$ cat config.mk
export PLATFORM = sky130hd
export DESIGN_NAME = stack_machine_executor_top
export DESIGN_NICKNAME = d
export VERILOG_FILES = /design/src/design/sme_pkg.sv /design/src/design/sme_cell.sv /design/src/design/sme_stack.sv /design/src/design/stack_machine_executor_top.sv
export SDC_FILE = /design/constraint.sdc
export NUM_CORES = 2
export LEC_CHECK = 0
export ABC_AREA = 1
export BUFFER_PORTS_ARGS = -buffer_cell sky130_fd_sc_hd__buf_2
export CORE_UTILIZATION = 40
export DETAILED_ROUTE_END_ITERATION = 10
export SYNTH_ARGS = -nofsm -noshare
export SYNTH_HDL_FRONTEND = slang
export SYNTH_SLANG_ARGS = --single-unit
$ cat constraint.sdc
create_clock -name clk -period 135.9 [get_ports clk]
set_input_delay 40.77 -clock clk [delete_from_list [all_inputs] [get_ports clk]]
set_output_delay 40.77 -clock clk [all_outputs]
set_load 0.02 [all_outputs]
$ cat src/design/sme_pkg.sv
// Shared types and constants for the stack machine executor.
// No dependencies; used by every module of the block.
package sme_pkg;

    localparam int STACK_DEPTH = 64;
    localparam int WORD_W      = 32;
    localparam int DEPTH_W     = $clog2(STACK_DEPTH + 1);
    localparam int PUSH_BOUND  = 9999;

    typedef logic [WORD_W-1:0] word_t;

    // instruction opcodes
    typedef enum logic [2:0] {
        OP_PUSH  = 3'd1,
        OP_ADD   = 3'd2,
        OP_SUB   = 3'd3,
        OP_PRINT = 3'd4,
        OP_HALT  = 3'd5
    } opcode_t;

    // result status codes
    typedef enum logic [2:0] {
        ST_OK        = 3'd0,
        ST_PRINTED   = 3'd1,
        ST_HALTED    = 3'd2,
        ST_UNDERFLOW = 3'd3,
        ST_OVERFLOW  = 3'd4,
        ST_INVALID   = 3'd5,
        ST_IGNORED   = 3'd6
    } status_t;

    // per-cell move: hold, take from the neighbor above (toward top), take from below
    typedef enum logic [1:0] {
        CELL_HOLD      = 2'd0,
        CELL_TAKE_UP   = 2'd1,
        CELL_TAKE_DOWN = 2'd2
    } cell_cmd_t;

    // stack-wide operation issued by the controller
    typedef enum logic [1:0] {
        STK_HOLD  = 2'd0,
        STK_PUSH  = 2'd1,
        STK_POP   = 2'd2,
        STK_MERGE = 2'd3
    } stack_op_t;

    typedef struct packed {
        stack_op_t op;
        word_t     din;
    } stack_ctl_t;

endpackage

$ cat src/design/sme_cell.sv
// One entry of the operand stack: a word register fed by its two neighbors.
// Depends on sme_pkg.
module sme_cell (
    input  logic               clk,
    input  sme_pkg::cell_cmd_t cmd,
    input  sme_pkg::word_t     up_data,
    input  sme_pkg::word_t     down_data,
    output sme_pkg::word_t     q
);

    sme_pkg::word_t q_reg;
    sme_pkg::word_t q_next;

    always_comb
    begin
        case (cmd)
            sme_pkg::CELL_TAKE_UP:   q_next = up_data;
            sme_pkg::CELL_TAKE_DOWN: q_next = down_data;
            default:                 q_next = q_reg;
        endcase
    end

    always_ff @(posedge clk)
    begin
        q_reg <= q_next;
    end

    assign q = q_reg;

endmodule

$ cat src/design/sme_stack.sv
// Operand stack as a row of shifting cells; cell 0 is the top of stack.
// Depends on sme_pkg and sme_cell.
module sme_stack (
    input  logic                clk,
    input  sme_pkg::stack_ctl_t ctl,
    output sme_pkg::word_t      top0,
    output sme_pkg::word_t      top1
);

    sme_pkg::word_t q [sme_pkg::STACK_DEPTH];

    genvar i;
    generate
        for (i = 0; i < sme_pkg::STACK_DEPTH; i++)
        begin : g_cell
            sme_pkg::cell_cmd_t cmd;
            sme_pkg::word_t     up_data;
            sme_pkg::word_t     down_data;

            if (i == 0)
            begin : g_top
                assign up_data = ctl.din;
            end
            else
            begin : g_mid
                assign up_data = q[i-1];
            end

            if (i == sme_pkg::STACK_DEPTH - 1)
            begin : g_bot
                assign down_data = '0;
            end
            else
            begin : g_inner
                assign down_data = q[i+1];
            end

            // merge: top takes the sum or difference, the rest close the gap left by the popped entry
            always_comb
            begin
                case (ctl.op)
                    sme_pkg::STK_PUSH:  cmd = sme_pkg::CELL_TAKE_UP;
                    sme_pkg::STK_POP:   cmd = sme_pkg::CELL_TAKE_DOWN;
                    sme_pkg::STK_MERGE: cmd = (i == 0) ? sme_pkg::CELL_TAKE_UP
                                                       : sme_pkg::CELL_TAKE_DOWN;
                    default:            cmd = sme_pkg::CELL_HOLD;
                endcase
            end

            sme_cell u_cell (
                .clk       (clk),
                .cmd       (cmd),
                .up_data   (up_data),
                .down_data (down_data),
                .q         (q[i])
            );
        end
    endgenerate

    assign top0 = q[0];
    assign top1 = q[1];

endmodule

$ cat src/design/stack_machine_executor_top.sv
// Stack machine executor: decodes one instruction per request and drives the cell stack.
// Depends on sme_pkg and sme_stack.
//
//  channel   | dir | tdata fields (low bit up)                          | tuser
//  s_axis    | in  | operation[2:0], push_value[17:3], pad to 24        | -
//  m_axis    | out | status[2:0], printed_value[34:3], stack_depth[41:35], pad to 48 | -
//
// One instruction per cycle while the output is not stalled: the whole stack shifts
// at once, and only the top two cells feed the adder.
// The result sits in one output register; a new request is taken when it is empty
// or is taken downstream in the same cycle, so a stalled m side stalls s after one item.
// Reset clears depth, stop flag and output valid; stack contents stay undefined.
module stack_machine_executor_top (
    input  logic        clk,
    input  logic        rst_n,
    input  logic        s_tvalid,
    output logic        s_tready,
    input  logic [23:0] s_tdata,   // operation[2:0], push_value[17:3], zeros
    output logic        m_tvalid,
    input  logic        m_tready,
    output logic [47:0] m_tdata    // status[2:0], printed_value[34:3], stack_depth[41:35], zeros
);

    localparam logic [sme_pkg::DEPTH_W-1:0] FULL =
        sme_pkg::DEPTH_W'(sme_pkg::STACK_DEPTH);
    localparam logic signed [14:0] BOUND_POS = 15'(sme_pkg::PUSH_BOUND);
    localparam logic signed [14:0] BOUND_NEG = -15'(sme_pkg::PUSH_BOUND);

    logic [2:0]         operation;
    logic signed [14:0] push_value;
    logic signed [14:0] push_sat;
    logic               accept;

    logic [sme_pkg::DEPTH_W-1:0] depth_reg, depth_next;
    logic                        stopped_reg, stopped_next;
    logic                        out_valid_reg, out_valid_next;
    sme_pkg::status_t            out_status_reg, out_status_next;
    sme_pkg::word_t              out_value_reg, out_value_next;
    logic [sme_pkg::DEPTH_W-1:0] out_depth_reg;

    sme_pkg::stack_ctl_t ctl;
    sme_pkg::word_t      top0, top1;

    assign operation  = s_tdata[2:0];
    assign push_value = s_tdata[17:3];
    assign s_tready   = !out_valid_reg || m_tready;
    assign accept     = s_tvalid && s_tready;

    always_comb
    begin
        if (push_value > BOUND_POS)
            push_sat = BOUND_POS;
        else if (push_value < BOUND_NEG)
            push_sat = BOUND_NEG;
        else
            push_sat = push_value;
    end

    always_comb
    begin
        depth_next      = depth_reg;
        stopped_next    = stopped_reg;
        out_status_next = sme_pkg::ST_OK;
        out_value_next  = '0;
        ctl.op          = sme_pkg::STK_HOLD;
        ctl.din         = {{(sme_pkg::WORD_W-15){push_sat[14]}}, push_sat};

        if (stopped_reg)
        begin
            out_status_next = sme_pkg::ST_IGNORED;
        end
        else
        begin
            case (operation)
                sme_pkg::OP_PUSH:
                begin
                    if (depth_reg >= FULL)
                    begin
                        stopped_next    = 1'b1;
                        out_status_next = sme_pkg::ST_OVERFLOW;
                    end
                    else
                    begin
                        ctl.op     = sme_pkg::STK_PUSH;
                        depth_next = depth_reg + 1'b1;
                    end
                end
                sme_pkg::OP_ADD, sme_pkg::OP_SUB:
                begin
                    if (depth_reg < sme_pkg::DEPTH_W'(2))
                    begin
                        stopped_next    = 1'b1;
                        out_status_next = sme_pkg::ST_UNDERFLOW;
                    end
                    else
                    begin
                        // top1 is a, top0 is b
                        ctl.op     = sme_pkg::STK_MERGE;
                        ctl.din    = (operation == sme_pkg::OP_ADD) ? top1 + top0
                                                                    : top1 - top0;
                        depth_next = depth_reg - 1'b1;
                    end
                end
                sme_pkg::OP_PRINT:
                begin
                    if (depth_reg == '0)
                    begin
                        stopped_next    = 1'b1;
                        out_status_next = sme_pkg::ST_UNDERFLOW;
                    end
                    else
                    begin
                        ctl.op          = sme_pkg::STK_POP;
                        depth_next      = depth_reg - 1'b1;
                        out_status_next = sme_pkg::ST_PRINTED;
                        out_value_next  = top0;
                    end
                end
                sme_pkg::OP_HALT:
                begin
                    stopped_next    = 1'b1;
                    out_status_next = sme_pkg::ST_HALTED;
                end
                default:
                begin
                    stopped_next    = 1'b1;
                    out_status_next = sme_pkg::ST_INVALID;
                end
            endcase
        end

        // drop everything unless a request is taken this cycle
        if (!accept)
        begin
            ctl.op       = sme_pkg::STK_HOLD;
            depth_next   = depth_reg;
            stopped_next = stopped_reg;
        end
    end

    always_comb
    begin
        if (accept)
            out_valid_next = 1'b1;
        else if (m_tready)
            out_valid_next = 1'b0;
        else
            out_valid_next = out_valid_reg;
    end

    sme_stack u_stack (
        .clk  (clk),
        .ctl  (ctl),
        .top0 (top0),
        .top1 (top1)
    );

    always_ff @(posedge clk or negedge rst_n)
    begin
        if (!rst_n)
        begin
            depth_reg     <= '0;
            stopped_reg   <= 1'b0;
            out_valid_reg <= 1'b0;
        end
        else
        begin
            depth_reg     <= depth_next;
            stopped_reg   <= stopped_next;
            out_valid_reg <= out_valid_next;
        end
    end

    always_ff @(posedge clk)
    begin
        if (accept)
        begin
            out_status_reg <= out_status_next;
            out_value_reg  <= out_value_next;
            out_depth_reg  <= depth_next;
        end
    end

    assign m_tvalid = out_valid_reg;
    assign m_tdata  = {6'd0, out_depth_reg, out_value_reg, out_status_reg};

endmodule
### Yosys cells after proc, flatten, opt, wreduce, memory -nomap -nowiden

Index checks and enable logic that the tools add are counted.

| word-level totals | value |
|---|---|
| bits in registers | 2099 |
| bits of input ports | 28 |
| output and inout port bits | 50 |
| word-level logic and storage cells | 195 |

| cells by class | value |
|---|---|
| $add $sub $neg | 4 |
| magnitude comparators | 4 |
| eq/ne operators | 12 |
| muxes and demuxes | 93 |
| bitwise logic cells | 1 |
| reductions and logical operators | 11 |

Operators by type and width:

| kind | number |
|---|---|
| 32-bit case mux with 2 select lines | 64 |
| 34-bit two-way mux | 2 |
| 32-bit two-way mux | 2 |
| 7-bit two-way mux | 5 |
| 32-bit adder | 1 |
| 32-bit subtractor | 1 |
| 15-bit two-way mux | 2 |
| 7-bit case mux with 3 select lines | 1 |
| 15-bit greater-than comparator, second input constant | 1 |
| 15-bit less-than comparator, second input constant | 1 |
| 3-bit case mux with 4 select lines | 1 |
| 2-bit equality test, second input constant | 4 |
| 2-bit two-way mux | 4 |
| 2-bit case mux with 2 select lines | 2 |
| 7-bit by 1-bit adder with 7-bit output, second input constant | 1 |
| 7-bit greater-or-equal comparator, second input constant | 1 |
| 7-bit logical NOT | 1 |
| 7-bit by 2-bit less-than comparator with 1-bit output, second input constant | 1 |
| 1-bit two-way mux | 7 |
| 7-bit by 1-bit subtractor with 7-bit output, second input constant | 1 |
| 2-bit by 1-bit equality test with 1-bit output, second input constant | 3 |
| 3-bit by 2-bit equality test with 1-bit output, second input constant | 2 |
| 3-bit equality test, second input constant | 2 |
| 2-bit case mux with 3 select lines | 1 |
| other kinds (10) | 14 |

### Longest topological paths before layout

| depth | value |
|---|---|
| word-level depth | 12 |
| gate-level depth with buffers | 23 |
| depth with buffers taken out | 22 |

### Hierarchy

From an unflattened synthesis, not the netlist that was laid out.

| second synthesis, totals | value |
|---|---|
| cell total of the unflattened synthesis | 9786 |
| area total of the unflattened synthesis | 99980.9 sq um |

By module, submodules not included:

| module | times used | cells an instance | area an instance (sq um) | sequential area each (sq um) |
|---|---|---|---|---|
| sme_cell | 64 | 139 | 1472.7 | 960.9 |
| stack_machine_executor_top | 1 | 883 | 5704.2 | 1486.4 |
| sme_stack | 1 | 7 | 26.3 | 0.0 |

### Worst setup path before layout

No wires, ideal clock.

| timing path | value |
|---|---|
| path type | input -> register |
| start point | input m_tready |
| end point | register u_stack.g_cell[0].u_cell.q_reg[0] (enable) |
| arrival | 140.314 ns |
| slack | -9.591 ns |
| stages on the path | 6 |
| buffers on the path | 0 |
| cell sequence | inv_1 nand2_1 nand2_1 inv_1 nand3_4 a21oi_1 |

| on the way | value |
|---|---|
| word-level cells in the longest chain between the ends | 8 |

Ends and longest elaborated chain:

| item | line | RTL |
|---|---|---|
| start, declared | stack_machine_executor_top.sv:20 | `input logic m_tready,` |
| 1-bit logical OR (*) | stack_machine_executor_top.sv:46 | `assign s_tready = !out_valid_reg \|\| m_tready;` |
| net s_tready | stack_machine_executor_top.sv:17 | `output logic s_tready,` |
| 1-bit logical AND (*) | stack_machine_executor_top.sv:47 | `assign accept = s_tvalid && s_tready;` |
| net accept | stack_machine_executor_top.sv:32 | `logic accept;` |
| 2-bit two-way mux (*) | stack_machine_executor_top.sv:133 | `if (!accept)` |
| 2-bit by 1-bit equality test with 1-bit output or 2-bit equality test (tied branches) | sme_stack.sv:41 | `case (ctl.op)` |
| 2-bit OR reduction (no line) | - |  |
| 2-bit case mux with 2 select lines (*) | sme_stack.sv:41 |  |
| 2-bit equality test or 2-bit by 1-bit equality test with 1-bit output (tied branches) | sme_cell.sv:16 | `case (cmd)` |
| 2-bit nonzero test (no line) (*) | - |  |
| end signal, assigned | sme_cell.sv:25 | `q_reg <= q_next;` |
| end, declared | sme_cell.sv:11 | `sme_pkg::word_t q_reg;` |

The timed path passes the listed nets; every way through them passes the cells marked *.
A chain may end at the register's enable or synchronous reset.

### Worst setup path in the final report

| timing path | value |
|---|---|
| start point | input m_tready |
| end point | output s_tready |

| on the way | value |
|---|---|
| word-level cells in the longest chain between the ends | 1 |

Ends and longest elaborated chain:

| item | line |
|---|---|
| 1-bit logical OR | stack_machine_executor_top.sv:46 |
| end, declared | stack_machine_executor_top.sv:17 |

Every way passes these cells.

==> flow_metrics.tcl <==
set metrics [dict create \
    drt_wl_total_mm 180.6 \
    cts_buffers 217 \
    yosysSeqAreaShare 0.6817 \
    ys_seq_elements 2099 \
    max_freq_mhz 12.21 \
    ctsResizeCount 0 \
    core_mm2 0.2299 \
    crit_chain "buf_2 -> inv_1 -> nand2_1 -> buf_2" \
    path_clk_slew_ns 0.06 \
    p_leak_nw 40.68 \
    ctsHoldBuffers 0 \
    crit_fanout 3 \
    slew_headroom 0.2763 \
    worstPathArrival_ns 41.15 \
    cpMaxStageDelayCell "buf_2" \
    fin_worst_skew_ns 0.06475 \
    cts_root_buffer "clkbuf_16" \
    die_width_um 482.6 \
    drv_slew 0 \
    n_fill_cell 22050 \
    fin_crit_ns 81.92 \
    largest_reg_flops 2048 \
    cp_slowest_stage_delay_ns 0.17 \
    postSynthCellCount 9409 \
    crit_buf_inv 3 \
    drc 0 \
    start_kind "input pin" \
    cts_max_level 4 \
    clk_path_buf_depth 3 \
    drtAntennaViolNets 0 \
    rsz0062_at_grt "false" \
    dieArea_mm2 0.2329 \
    gp_congestion 0.8095 \
    endpoint_kind "output port" \
    grt_max_degree 286 \
    syn_area_mm2 0.09240 \
    cts.sinks 2099 \
    synth-simple-area-share 0.2608 \
    tightest_slew_ns 1.086 \
    yosysWarningCount 0 \
    vias 60410 \
    routedWlPerCell_um 14.44 \
    synth_top_family_by_area "simple AND/OR/NAND/NOR gates" \
    power_mw 1.284 \
    drive_gt1_frac 0.04747 \
    syn_avg_cell_area_um2 9.820 \
    hold_path.class "flip-flop to flip-flop" \
    crit_required_ns 95.13 \
    fin_nets 9369 \
    cts_tree "built" \
    finalHoldViolCount 0 \
    setup_tns_ns 0 \
    yosysUniqueCellTypes 47 \
    yosys.area_share.xor_xnor 0.003886 \
    crit_path_frequent_cell "buf_2" \
    grt_overflow_total 0 \
    crit_family "buffers and inverters" \
    dr.pass1.iters 6 \
    vias_per_cell 4.830 \
    grt_usage 0.1526 \
    finalSetupViolations 0 \
    area.growth.synth_to_final_pct 9.731 \
    ioPinCount 78 \
    die_h_um 482.6 \
    crit_type "input pin to output port" \
    first_iter_violations 5506 \
    grt_pass1_wl_mm 299.6 \
    clock_latency_ns 0.87 \
    cts_setup_buffers 0 \
    synth_fa_ha_area_frac 0.005769 \
    antenna_found_initial 2 \
    synth_mux_area_frac 0 \
    detailed_place_hpwl_mm 104.9 \
    synth_compound_area_frac 0.01167 \
    start_util 0.4019 \
    grt_pass1_vias 58180 \
    status "finished clean" \
    fin_crit_sh 0.6028 \
    cap_violations 0 \
    peakVddDrop_v 0.00001054 \
    power_density_mw_per_mm2 12.66 \
    numPortBuffers 65 \
    rows 176 \
]
==> cell families (layout without fill, tap and decap cells) <==
group | count (synthesis) | count (layout)
simple gates | 6364 | 6364
other cells | 1 | 7
xor+xnor | 41 | 41
compound gates | 200 | 200
fa+ha+maj | 42 | 42
flops | 2099 | 2099
buf+inv | 662 | 727
==> cells in the mapped netlist (all sizes together) <==
| cell | n | area, um2 |
|---|---|---|
| a21oi | 58 | 294.0 |
| a31oi | 6 | 37.54 |
| o21bai | 8 | 60.06 |
| a22oi | 1 | 7.510 |
| fa | 1 | 20.02 |
| buf | 412 | 2400 |
| ha | 41 | 513.0 |
| clkbuf | 51 | 191.4 |
| a211oi | 3 | 22.52 |
| conb | 1 | 3.750 |
| nor3 | 16 | 85.08 |
| and2 | 2 | 12.51 |
| nor2 | 177 | 681.9 |
| or2 | 4 | 25.02 |
| clkinv | 1 | 8.760 |
| dfrtp | 9 | 225.2 |
| edfxtp | 2090 | 62760 |
| o41ai | 1 | 8.760 |
| o22ai | 2 | 12.51 |
| o31ai | 5 | 37.54 |
| nor3b | 1 | 7.510 |
| nand3 | 69 | 362.8 |
| xnor2 | 2 | 17.52 |
| a31o | 1 | 8.760 |
| o21a | 1 | 7.510 |
| nand4 | 7 | 43.79 |
| nand3b | 2 | 15.01 |
| nand2 | 6086 | 22860 |
| o221ai | 1 | 8.760 |
| o21ai | 110 | 550.5 |
| xor2 | 39 | 341.6 |
| inv | 198 | 745.7 |
| o211ai | 3 | 22.52 |
==> metal layers <==
metal  part of all wire  GRT usage
met5                  0          0
met4              0.018    0.03674
met3              0.033    0.02276
met2               0.46     0.2353
met1               0.49     0.2259
==> path summary, 6_finish.rpt <==
check,cells after the start,slack [ns],start,endpoint
hold reg to reg,2,0.50,u_stack.g_cell[18].u_cell.q[12]$_DFFE_PP_,u_stack.g_cell[17].u_cell.q[12]$_DFFE_PP_
setup reg to reg,11,128.43,m_tvalid$_DFFE_PN0P_,u_stack.g_cell[19].u_cell.q[3]$_DFFE_PP_
setup / recovery,4,53.98,m_tready,s_tready
min in group asynchronous,1,39.79,rst_n,depth_reg[3]$_DFF_PN0_
max in group asynchronous,1,95.89,rst_n,depth_reg[0]$_DFF_PN0_
hold / removal,2,0.50,u_stack.g_cell[18].u_cell.q[12]$_DFFE_PP_,u_stack.g_cell[17].u_cell.q[12]$_DFFE_PP_
==> cell usage in the layout, fill, tap and decap left out, types with 4 or more instances in the layout <==
cell and count:
nand2_1 6082, edfxtp_1 2090, clkbuf_16 218, inv_1 192, nor2_1 174, o21ai_0 110, nand3_1 67, buf_2 65
a21oi_1 56, clkinv_1 56, buf_4 56, clkbuf_1 47, clkinv_2 44, ha_1 41, xor2_1 39, nor3_1 15
bufinv_16 13, dfrtp_1 9, o21bai_1 8, clkinv_16 8, buf_12 8, nand4_1 7, a31oi_1 6, conb_1 6
inv_2 5, inv_6 5, o31ai_1 4, or2_2 4, clkinv_4 4
==> worst min-delay path, cell delays in order, from the launching register on <==
cell and delay [ns]:
edfxtp_1 0.35, nand2_1 0.06, nand2_1 0.05
==> where the power goes <==
| group | total, mW | internal, mW | leakage [nW] | switching, mW |
|---|---|---|---|---|
| clock network | 0.573 | 0.320 | 3.34 | 0.253 |
| registers | 0.702 | 0.702 | 17.4 | 0.000220 |
| logic | 0.00866 | 0.00232 | 19.9 | 0.00632 |
==> metrics by stage <==
step | cells | area [um2] | worst slack, ns | hold slack [ns] | util
floorplan | 9414 | 92420 | 34.45 | 0.4874 | -
global placement | 12110 | 94550 | 53.96 | 0.4929 | 0.4113
detailed placement | 12110 | 94550 | 53.98 | 0.5013 | 0.4113
CTS | 12510 | 101400 | 53.98 | 0.4918 | 0.4410
global route | 12510 | 101400 | 53.95 | 0.5166 | 0.4410
finish | 12510 | 101400 | 53.98 | 0.4990 | 0.4410
==> final cells by class <==
class / count / area, um2 / area share
tap: 3026 / 3786 / 0.03734
clock inverter: 134 / 1199 / 0.01182
clock buffer: 265 / 5632 / 0.05554
antenna: 1 / 2.502 / 0.00002468
inverter: 199 / 768.2 / 0.007577
multi-input combinational: 6653 / 26110 / 0.2575
sequential: 2099 / 62990 / 0.6212
timing repair buffer: 129 / 905.9 / 0.008935
Note: power is estimated with default switching activity, not from simulation.
